==> config.mk <==
export PLATFORM = sky130hd
export DESIGN_NAME = dedup_expiry_timer_table_core
export DESIGN_NICKNAME = d
export VERILOG_FILES = /design/src/hw/rtl/detc_pkg.sv /design/src/hw/rtl/dedup_expiry_timer_table_core.sv /design/src/hw/rtl/detc_ram.sv /design/src/hw/rtl/detc_ctrl.sv /design/src/hw/rtl/detc_dp.sv
export VERILOG_INCLUDE_DIRS = /design/src /design/src/hw/rtl
export SDC_FILE = /design/constraint.sdc
export NUM_CORES = 2
export LEC_CHECK = 0
export CAP_MARGIN = 20
export CORE_ASPECT_RATIO = 1.25
export CORE_UTILIZATION = 45
export CTS_CLUSTER_DIAMETER = 30
export DETAILED_ROUTE_END_ITERATION = 8
export DONT_BUFFER_PORTS = 1
export MAX_ROUTING_LAYER = met4
export PLACE_DENSITY_LB_ADDON = 0.12
export SYNTH_ARGS = -nofsm -noshare
export SYNTH_HDL_FRONTEND = slang
export SYNTH_SLANG_ARGS = --single-unit
==> constraint.sdc <==
create_clock -name aclk -period 8.7 [get_ports aclk]
set_input_delay 0.87 -clock aclk [delete_from_list [all_inputs] [get_ports aclk]]
set_output_delay 0.87 -clock aclk [all_outputs]
set_load 0.005 [all_outputs]
==> src/hw/rtl/dedup_expiry_timer_table_core_defines.svh <==
// Assertion macros for the timeout table core.
// The module that uses them has aclk and aresetn in scope.
`ifndef DEDUP_EXPIRY_TIMER_TABLE_CORE_DEFINES_SVH
`define DEDUP_EXPIRY_TIMER_TABLE_CORE_DEFINES_SVH

// same-cycle implication
`define DETC_ASSERT_IMP(name, cond, prop) \
    name: assert property (@(posedge aclk) disable iff (!aresetn) (cond) |-> (prop)) \
        else $error("timeout table assertion failed");

// next-cycle implication
`define DETC_ASSERT_NXT(name, cond, prop) \
    name: assert property (@(posedge aclk) disable iff (!aresetn) (cond) |=> (prop)) \
        else $error("timeout table assertion failed");

`endif

==> src/hw/rtl/detc_pkg.sv <==
`timescale 1ns / 1ps

package detc_pkg;

    localparam int CAPACITY = 64;
    localparam int SLOT_W   = (CAPACITY > 1) ? $clog2(CAPACITY) : 1;
    localparam int CNT_W    = $clog2(CAPACITY + 1);

    localparam int OP_W     = 2;
    localparam int TIME_W   = 16;
    localparam int COORD_W  = 16;
    localparam int IDX_W    = 6;
    localparam int STATUS_W = 3;
    localparam int ACT_W    = 7;

    localparam logic [SLOT_W-1:0] LAST_SLOT  = SLOT_W'(CAPACITY - 1);
    localparam logic [TIME_W-1:0] HOLD_RESET = 16'd500;

    localparam logic [OP_W-1:0] OP_ADVANCE  = 2'd0;
    localparam logic [OP_W-1:0] OP_SCHEDULE = 2'd1;
    localparam logic [OP_W-1:0] OP_QUERY    = 2'd2;

    localparam logic [STATUS_W-1:0] ST_NONE    = 3'd0;
    localparam logic [STATUS_W-1:0] ST_EXPIRED = 3'd1;
    localparam logic [STATUS_W-1:0] ST_ADDED   = 3'd2;
    localparam logic [STATUS_W-1:0] ST_DUP     = 3'd3;
    localparam logic [STATUS_W-1:0] ST_FULL    = 3'd4;
    localparam logic [STATUS_W-1:0] ST_HIT     = 3'd5;
    localparam logic [STATUS_W-1:0] ST_MISS    = 3'd6;

    typedef struct packed {
        logic [OP_W-1:0]           operation;
        logic [TIME_W-1:0]         elapsed;
        logic signed [COORD_W-1:0] cell_x;
        logic signed [COORD_W-1:0] cell_y;
        logic [IDX_W-1:0]          index;
    } in_item_t;

    typedef struct packed {
        logic [STATUS_W-1:0]       status;
        logic signed [COORD_W-1:0] out_x;
        logic signed [COORD_W-1:0] out_y;
        logic [TIME_W-1:0]         remaining;
        logic [ACT_W-1:0]          active_count;
        logic                      last;
    } out_item_t;

    typedef struct packed {
        logic signed [COORD_W-1:0] x;
        logic signed [COORD_W-1:0] y;
        logic [TIME_W-1:0]         time_left;
    } slot_t;

    localparam int SLOT_BITS = $bits(slot_t);

    typedef struct packed {
        logic load_item;
        logic scan_start;
        logic scan_run;
        logic expire_pass;
        logic commit;
        logic emit_single;
    } cmd_t;

    typedef struct packed {
        logic scan_last;
        logic age_needed;
        logic expire_needed;
        logic can_emit;
    } sts_t;

endpackage

==> src/hw/rtl/dedup_expiry_timer_table_core.sv <==
`timescale 1ns / 1ps
// Channel  | Ports                        | Moves
// ---------+------------------------------+-----------------------------------
// input    | s_valid s_ready s_data       | one request: advance/schedule/query
// result   | m_valid m_ready m_data       | results, last marks end of a request
// config   | cfg_valid cfg_ready cfg_data | hold_time write, ready out of reset
//
// Schedule, query and unused codes sweep the slots once before their result; an
// advance sweeps them twice, with a separate result state when nothing
// expires. The slot RAM read port reads one slot per cycle unless a result stalls.
// Reset (synchronous, aresetn low) clears all slots, sets hold_time to 500 and
// holds both ready outputs low. A stalled result channel holds the sweep on the
// expiring slot; one request is in work at a time, its last result may wait.

module dedup_expiry_timer_table_core (
    input  logic                        aclk,
    input  logic                        aresetn,
    input  logic                        s_valid,
    output logic                        s_ready,
    input  detc_pkg::in_item_t          s_data,
    output logic                        m_valid,
    input  logic                        m_ready,
    output detc_pkg::out_item_t         m_data,
    input  logic                        cfg_valid,
    output logic                        cfg_ready,
    input  logic [detc_pkg::TIME_W-1:0] cfg_data
);

    import detc_pkg::*;

    cmd_t cmd;
    sts_t sts;

    detc_ctrl u_ctrl (
        .aclk    (aclk),
        .aresetn (aresetn),
        .s_valid (s_valid),
        .s_ready (s_ready),
        .sts     (sts),
        .cmd     (cmd)
    );

    detc_dp u_dp (
        .aclk      (aclk),
        .aresetn   (aresetn),
        .s_data    (s_data),
        .m_data    (m_data),
        .m_valid   (m_valid),
        .m_ready   (m_ready),
        .cfg_valid (cfg_valid),
        .cfg_ready (cfg_ready),
        .cfg_data  (cfg_data),
        .cmd       (cmd),
        .sts       (sts)
    );

endmodule

==> src/hw/rtl/detc_ram.sv <==
`timescale 1ns / 1ps

module detc_ram #(
    parameter int WIDTH = 8,
    parameter int DEPTH = 16,
    localparam int AW = (DEPTH > 1) ? $clog2(DEPTH) : 1
) (
    input  logic             aclk,
    input  logic             wr_en,
    input  logic [AW-1:0]    wr_addr,
    input  logic [WIDTH-1:0] wr_data,
    input  logic             rd_en,
    input  logic [AW-1:0]    rd_addr,
    output logic [WIDTH-1:0] rd_data
);

    logic [WIDTH-1:0] mem_reg [DEPTH];
    logic [WIDTH-1:0] rd_data_reg;

    always_ff @(posedge aclk) begin
        if (wr_en) begin
            mem_reg[wr_addr] <= wr_data;
        end
        if (rd_en) begin
            rd_data_reg <= mem_reg[rd_addr];
        end
    end

    assign rd_data = rd_data_reg;

endmodule

==> src/hw/rtl/detc_ctrl.sv <==
`timescale 1ns / 1ps

module detc_ctrl (
    input  logic          aclk,
    input  logic          aresetn,
    input  logic          s_valid,
    output logic          s_ready,
    input  detc_pkg::sts_t sts,
    output detc_pkg::cmd_t cmd
);

    import detc_pkg::*;

    typedef enum logic [4:0] {
        S_IDLE   = 5'b00001,
        S_SCAN   = 5'b00010,
        S_DECIDE = 5'b00100,
        S_EXPIRE = 5'b01000,
        S_RESULT = 5'b10000
    } state_t;

    state_t state_reg, state_next;

    always_ff @(posedge aclk) begin
        if (!aresetn) begin
            state_reg <= S_IDLE;
        end else begin
            state_reg <= state_next;
        end
    end

    always_comb begin
        state_next = state_reg;
        cmd        = '0;
        s_ready    = (state_reg == S_IDLE) && aresetn;
        unique case (state_reg)
            S_IDLE: begin
                if (s_valid && s_ready) begin
                    cmd.load_item  = 1'b1;
                    cmd.scan_start = 1'b1;
                    state_next     = S_SCAN;
                end
            end
            S_SCAN: begin
                cmd.scan_run = 1'b1;
                if (sts.scan_last) begin
                    state_next = S_DECIDE;
                end
            end
            S_DECIDE: begin
                cmd.commit = 1'b1;
                if (sts.age_needed) begin
                    cmd.scan_start = 1'b1;
                    state_next     = S_EXPIRE;
                end else begin
                    state_next = S_RESULT;
                end
            end
            S_EXPIRE: begin
                cmd.scan_run    = 1'b1;
                cmd.expire_pass = 1'b1;
                if (sts.scan_last) begin
                    if (sts.expire_needed) begin
                        state_next = S_IDLE;
                    end else begin
                        state_next = S_RESULT;
                    end
                end
            end
            S_RESULT: begin
                if (sts.can_emit) begin
                    cmd.emit_single = 1'b1;
                    state_next      = S_IDLE;
                end
            end
            default: begin
                state_next = S_IDLE;
            end
        endcase
    end

endmodule

==> src/hw/rtl/detc_dp.sv <==
`timescale 1ns / 1ps
`include "dedup_expiry_timer_table_core_defines.svh"

module detc_dp (
    input  logic                          aclk,
    input  logic                          aresetn,
    input  detc_pkg::in_item_t            s_data,
    output detc_pkg::out_item_t           m_data,
    output logic                          m_valid,
    input  logic                          m_ready,
    input  logic                          cfg_valid,
    output logic                          cfg_ready,
    input  logic [detc_pkg::TIME_W-1:0]   cfg_data,
    input  detc_pkg::cmd_t                cmd,
    output detc_pkg::sts_t                sts
);

    import detc_pkg::*;

    logic [TIME_W-1:0]   hold_reg;
    in_item_t            item_reg;
    logic [CAPACITY-1:0] valid_reg;
    logic [CNT_W-1:0]    act_reg;

    // slot sweep: read address stage and returned data stage
    logic [SLOT_W-1:0]   addr_reg;
    logic                issue_reg;
    logic                dv_reg;
    logic [SLOT_W-1:0]   didx_reg;

    logic                dup_reg;
    logic                free_found_reg;
    logic [SLOT_W-1:0]   free_idx_reg;
    logic                hit_reg;
    slot_t               hit_data_reg;
    logic [CNT_W-1:0]    seen_reg;
    logic [CNT_W-1:0]    exp_cnt_reg;
    logic [CNT_W-1:0]    left_reg;

    logic                out_valid_reg;
    out_item_t           out_reg;

    slot_t               rd_slot;
    slot_t               wr_slot;
    logic [SLOT_BITS-1:0] rd_raw;
    logic                rd_en;
    logic [SLOT_W-1:0]   rd_addr;
    logic                wr_en;
    logic [SLOT_W-1:0]   wr_addr;

    logic                cur_valid;
    logic                expiring;
    logic                key_match;
    logic                can_emit;
    logic                stall;
    logic                proceed;
    logic                exp_emit;
    logic                sched_write;
    logic                age_write;
    logic                out_load;
    out_item_t           single_res;
    out_item_t           out_next;

    detc_ram #(
        .WIDTH (SLOT_BITS),
        .DEPTH (CAPACITY)
    ) u_slot_ram (
        .aclk    (aclk),
        .wr_en   (wr_en),
        .wr_addr (wr_addr),
        .wr_data (wr_slot),
        .rd_en   (rd_en),
        .rd_addr (rd_addr),
        .rd_data (rd_raw)
    );

    assign rd_slot   = rd_raw;
    assign cfg_ready = aresetn;

    assign cur_valid = valid_reg[didx_reg];
    assign expiring  = (item_reg.elapsed >= rd_slot.time_left);
    assign key_match = (rd_slot.x == item_reg.cell_x) && (rd_slot.y == item_reg.cell_y);
    assign can_emit  = !out_valid_reg || m_ready;

    // an expiring slot waits on a full output register by re-reading itself
    assign stall     = cmd.expire_pass && dv_reg && cur_valid && expiring && !can_emit;
    assign proceed   = cmd.scan_run && dv_reg && !stall;
    assign exp_emit  = cmd.expire_pass && proceed && cur_valid && expiring;
    assign age_write = cmd.expire_pass && proceed && cur_valid && !expiring;
    assign sched_write = cmd.commit && (item_reg.operation == OP_SCHEDULE)
                         && !dup_reg && free_found_reg;

    assign rd_en   = cmd.scan_run && (stall || issue_reg);
    assign rd_addr = stall ? didx_reg : addr_reg;
    assign wr_en   = sched_write || age_write;
    assign wr_addr = sched_write ? free_idx_reg : didx_reg;

    always_comb begin
        if (sched_write) begin
            wr_slot.x         = item_reg.cell_x;
            wr_slot.y         = item_reg.cell_y;
            wr_slot.time_left = hold_reg;
        end else begin
            wr_slot.x         = rd_slot.x;
            wr_slot.y         = rd_slot.y;
            wr_slot.time_left = rd_slot.time_left - item_reg.elapsed;
        end
    end

    always_comb begin
        single_res              = '0;
        single_res.active_count = ACT_W'(act_reg);
        single_res.last         = 1'b1;
        unique case (item_reg.operation)
            OP_ADVANCE: begin
                single_res.status = ST_NONE;
            end
            OP_SCHEDULE: begin
                if (dup_reg) begin
                    single_res.status = ST_DUP;
                end else if (free_found_reg) begin
                    single_res.status = ST_ADDED;
                end else begin
                    single_res.status = ST_FULL;
                end
            end
            OP_QUERY: begin
                if (hit_reg) begin
                    single_res.status    = ST_HIT;
                    single_res.out_x     = hit_data_reg.x;
                    single_res.out_y     = hit_data_reg.y;
                    single_res.remaining = hit_data_reg.time_left;
                end else begin
                    single_res.status = ST_MISS;
                end
            end
            default: begin
                single_res.status = ST_NONE;
            end
        endcase
    end

    always_comb begin
        if (exp_emit) begin
            out_next.status       = ST_EXPIRED;
            out_next.out_x        = rd_slot.x;
            out_next.out_y        = rd_slot.y;
            out_next.remaining    = '0;
            out_next.active_count = ACT_W'(act_reg);
            out_next.last         = (left_reg == CNT_W'(1));
        end else begin
            out_next = single_res;
        end
    end

    assign out_load = exp_emit || cmd.emit_single;

    assign sts.scan_last     = proceed && (didx_reg == LAST_SLOT);
    assign sts.age_needed    = (item_reg.operation == OP_ADVANCE);
    assign sts.expire_needed = (item_reg.operation == OP_ADVANCE) && (exp_cnt_reg != '0);
    assign sts.can_emit      = can_emit;

    assign m_valid = out_valid_reg;
    assign m_data  = out_reg;

    always_ff @(posedge aclk) begin
        if (!aresetn) begin
            hold_reg      <= HOLD_RESET;
            valid_reg     <= '0;
            act_reg       <= '0;
            addr_reg      <= '0;
            issue_reg     <= 1'b0;
            dv_reg        <= 1'b0;
            didx_reg      <= '0;
            out_valid_reg <= 1'b0;
        end else begin
            if (cfg_valid) begin
                hold_reg <= cfg_data;
            end

            if (sched_write) begin
                valid_reg[free_idx_reg] <= 1'b1;
                act_reg                 <= act_reg + CNT_W'(1);
            end else if (cmd.commit && sts.expire_needed) begin
                act_reg <= act_reg - exp_cnt_reg;
            end
            if (exp_emit) begin
                valid_reg[didx_reg] <= 1'b0;
            end

            if (cmd.scan_start) begin
                addr_reg  <= '0;
                issue_reg <= 1'b1;
                dv_reg    <= 1'b0;
            end else if (cmd.scan_run && !stall) begin
                dv_reg   <= issue_reg;
                didx_reg <= addr_reg;
                if (issue_reg) begin
                    if (addr_reg == LAST_SLOT) begin
                        issue_reg <= 1'b0;
                    end else begin
                        addr_reg <= addr_reg + SLOT_W'(1);
                    end
                end
            end

            if (out_load) begin
                out_valid_reg <= 1'b1;
            end else if (m_ready) begin
                out_valid_reg <= 1'b0;
            end
        end
    end

    always_ff @(posedge aclk) begin
        if (cmd.load_item) begin
            item_reg       <= s_data;
            dup_reg        <= 1'b0;
            free_found_reg <= 1'b0;
            hit_reg        <= 1'b0;
            seen_reg       <= '0;
            exp_cnt_reg    <= '0;
        end else if (proceed && !cmd.expire_pass) begin
            if (cur_valid) begin
                if ((item_reg.operation == OP_ADVANCE) && expiring) begin
                    exp_cnt_reg <= exp_cnt_reg + CNT_W'(1);
                end
                if ((item_reg.operation == OP_SCHEDULE) && key_match) begin
                    dup_reg <= 1'b1;
                end
                if (item_reg.operation == OP_QUERY) begin
                    if (!hit_reg && (8'(seen_reg) == 8'(item_reg.index))) begin
                        hit_reg      <= 1'b1;
                        hit_data_reg <= rd_slot;
                    end
                    seen_reg <= seen_reg + CNT_W'(1);
                end
            end else if ((item_reg.operation == OP_SCHEDULE) && !free_found_reg) begin
                free_found_reg <= 1'b1;
                free_idx_reg   <= didx_reg;
            end
        end

        if (cmd.commit) begin
            left_reg <= exp_cnt_reg;
        end else if (exp_emit) begin
            left_reg <= left_reg - CNT_W'(1);
        end

        if (out_load) begin
            out_reg <= out_next;
        end
    end

    `DETC_ASSERT_IMP(a_no_overwrite, out_load, !out_valid_reg || m_ready)
    `DETC_ASSERT_IMP(a_count_bound, 1'b1, act_reg <= CNT_W'(CAPACITY))
    `DETC_ASSERT_IMP(a_expire_budget, exp_emit, left_reg != '0)
    `DETC_ASSERT_IMP(a_sched_free, sched_write, !valid_reg[free_idx_reg])
    `DETC_ASSERT_NXT(a_emit_shown, exp_emit, out_valid_reg)

endmodule

==> reports/results.ini <==
[synth]
synth_edf_count = 3296
synth-simple-area-share = 0.0817
yosys.area.top_type = edfxtp_1
synth_nets = 10300
synth_area_mm2 = 0.144
synth_ff_type = edfxtp_1
synth_top_family_by_area = compound AO/OA/AOI/OAI gates
ys_warn_count = 0
synth-seq-cells = 3420
synthCells = 10200
synth_fa_ha_area_frac = 0.00298
synth_seq_area_share = 0.707
synth-compound-area-share = 0.134
synth-xor-area-share = 0.00500
async_flop_share = 0
syn_avg_cell_area_um2 = 14.1
yosysMostFrequentCell = edfxtp_1
synth.top_cell.area_share = 0.689
netlist_top_cells_area = edfxtp_1 (69%), a211oi_1 (3.3%), mux2i_1 (2.9%), nand2_1 (2.5%), a311oi_1 (2.3%)
synth.distinct_cells = 98
synth_top_cells_by_count = edfxtp_1 (3296), nand2_1 (955), a211oi_1 (624)
muxShareOfSynthArea = 0.0369

[die]
core_area_mm2 = 0.317
io_pins = 139
start_util = 0.453
die_w_um = 507
dieArea_mm2 = 0.321
num_rows = 231
die_y_um = 634

[setup_path]
required_ps = 9420
arrival_ps = 8130
crit_fanout = 46
worst_setup_path_start_kind = flip-flop
crit_path_end_kind = flip-flop
crit_type = reg2reg

[clock_tree]
cts_tree = done
path_clk_slew_ps = 60
cts_buffers = 600
clock_latency_ps = 1060
htree_levels = 6
cts_root_buf = clkbuf_16
cts_max_path_buffers = 4
clock_sinks = 3420

[layout]
final_area_mm2 = 0.172
largest_reg_flops = 3072
fin_cells = 15200
drive_above_1_share = 0.160
fillers = 25600
area_delta_synth_final_pct = 19.7
fin_nets = 10600

[timing]
worst_slew_pin_slew_ps = 1380
period_share = 0.851
drv_slew = 0
hold_viol_final = 0
fin_worst_skew_ps = 52.3
fmax_mhz = 135
slew_headroom = 0.0771
final.min_clock_period_ps = 7410
setup_slack_ps = 1290
fin_tns_setup_ps = 0
setup_viol = 0
hold_slack_ps = 121
rsz0062_at_grt = false

[global_routing]
grt.met1_usage = 0.451
grt_first_pass_wirelength_um = 803000
top_usage_layer = met2
grt_max_degree = 158
grt_antenna_before_repair = 35
grt_use_total = 0.369
grtUsageMet2 = 0.553
grt.overflow.total = 0
grt_pass1_vias = 98300
use_met3 = 0.0753

[drt]
vias = 104000
antenna_left = 0
dr.pass1.iters = 8
drtIter0Drc = 15300
drc = 0
wire_per_inst_um = 38.9
post_drt_via_cell_ratio = 6.84
wl_um = 589000

[power]
powerDensity_mw_per_mm2 = 243
p_leak_uw = 0.0585
peakVddDrop_v = 0.000223

[place]
dp_slack_ps = 1710
dpl.cell_count = 14000
port_buffers = 0
dpl.hpwl_um = 340000
routabilityCongestion = 0.949
placed_cell_area_mm2 = 0.151

[flow_run]
maxCapViolations = 0

[run_status]
status = finished, final reports clean

[worst_hold_path]
worstHoldPathType = in2reg

==> final timing paths <==
check	from	to	slack [ps]	cells past startpoint
max	u_dp.didx_reg[3]$_SDFFE_PN0P_	u_dp.u_slot_ram.rd_data[11]$_DFFE_PP_	1290	12
min reg2reg	u_dp.act_reg[6]$_SDFFE_PN0P_	u_dp.m_data[7]$_DFFE_PP_	450	0
min	aresetn	u_dp.hold_reg[5]$_SDFFE_PN1P_	120	2
max reg2reg	u_dp.didx_reg[3]$_SDFFE_PN0P_	u_dp.u_slot_ram.rd_data[11]$_DFFE_PP_	1290	12
==> area by class of cell <==
| cell class | instances | area, um2 | area share |
|---|---|---|---|
| Inverter | 199 | 753 | 0.00438 |
| Timing Repair Buffer | 568 | 5490 | 0.0320 |
| Clock buffer | 695 | 15700 | 0.0915 |
| Multi-Input combinational cell | 5665 | 38700 | 0.225 |
| Clock inverter | 397 | 4410 | 0.0257 |
| Sequential cell | 3420 | 101000 | 0.591 |
| Tap cell | 4194 | 5250 | 0.0305 |
| Antenna cell | 30 | 75.1 | 0.000437 |
==> layer usage <==
metal,vias up,share of wire
met3,1628,0.11
met1,53400,0.36
met2,7331,0.45
li1,41300,-
met4,0,0.079
met5,-,0
==> cells in the final DEF, fill, tap and decap left out, types with 50 or more instances in the layout <==
cell,count
buf_4,395
nand2_1,920
o22ai_1,94
edfxtp_1,3296
a311oi_1,374
clkinv_1,79
a21oi_1,289
nand3_1,392
o221ai_1,127
buf_12,71
clkbuf_16,613
a2111oi_0,174
clkinv_2,93
a211oi_1,624
dfxtp_1,121
and3_1,523
dlygate4sd3_1,88
a31oi_1,61
nor2_1,164
nor2_4,74
clkbuf_1,75
xnor2_1,50
o21ai_0,407
inv_1,194
bufinv_16,67
a32oi_1,59
mux2_2,75
nor3_1,60
clkinvlp_4,60
mux2i_1,413
==> per-stage QoR <==
| step | util | power, uW |
|---|---|---|
| CTS | 0.541 | 41900 |
| finish | 0.542 | 41800 |
| floorplan | - | 18500 |
| detailed placement | 0.475 | 18700 |
| global placement | 0.474 | 18700 |
| global route | 0.542 | 42600 |
==> timing repair <==
item | CTS | global route
endpoints found under the setup margin | 0 | 0
buffers inserted | 0 | 0
endpoints found under the hold margin | 138 | 0
gates resized for setup | 0 | 0
hold buffers | 89 | 0
==> report_power, final <==
group,leakage [uW],switching [uW],internal (uW)
sequential,0.0306,16.8,18000
clock,0.00969,8420,15000
combinational,0.0182,321,96.3
==> worst max-delay path: stages, from the launching register on <==
cell and delay [ps]:
dfxtp_1 1080, nand2b_1 580, nor2_1 710, a222oi_1 340, and4_4 450, o31a_2 480, nor2_4 740, buf_12 390
buf_4 330, mux2_2 370, a211o_1 310, o22ai_1 920, a32oi_1 220
==> cells by family (layout without fill, tap and decap cells) <==
| group | count (synthesis) | count (layout) |
|---|---|---|
| flip-flops | 3420 | 3420 |
| AO/OA/AOI/OAI | 2622 | 2622 |
| AND/OR/NAND/NOR | 2418 | 2418 |
| buffers and inverters | 1083 | 1859 |
| multiplexers | 510 | 510 |
| XOR/XNOR | 82 | 82 |
| adder cells (fa/ha/maj) | 33 | 33 |
| other | 0 | 30 |
Note: power is estimated with default switching activity, not from simulation.
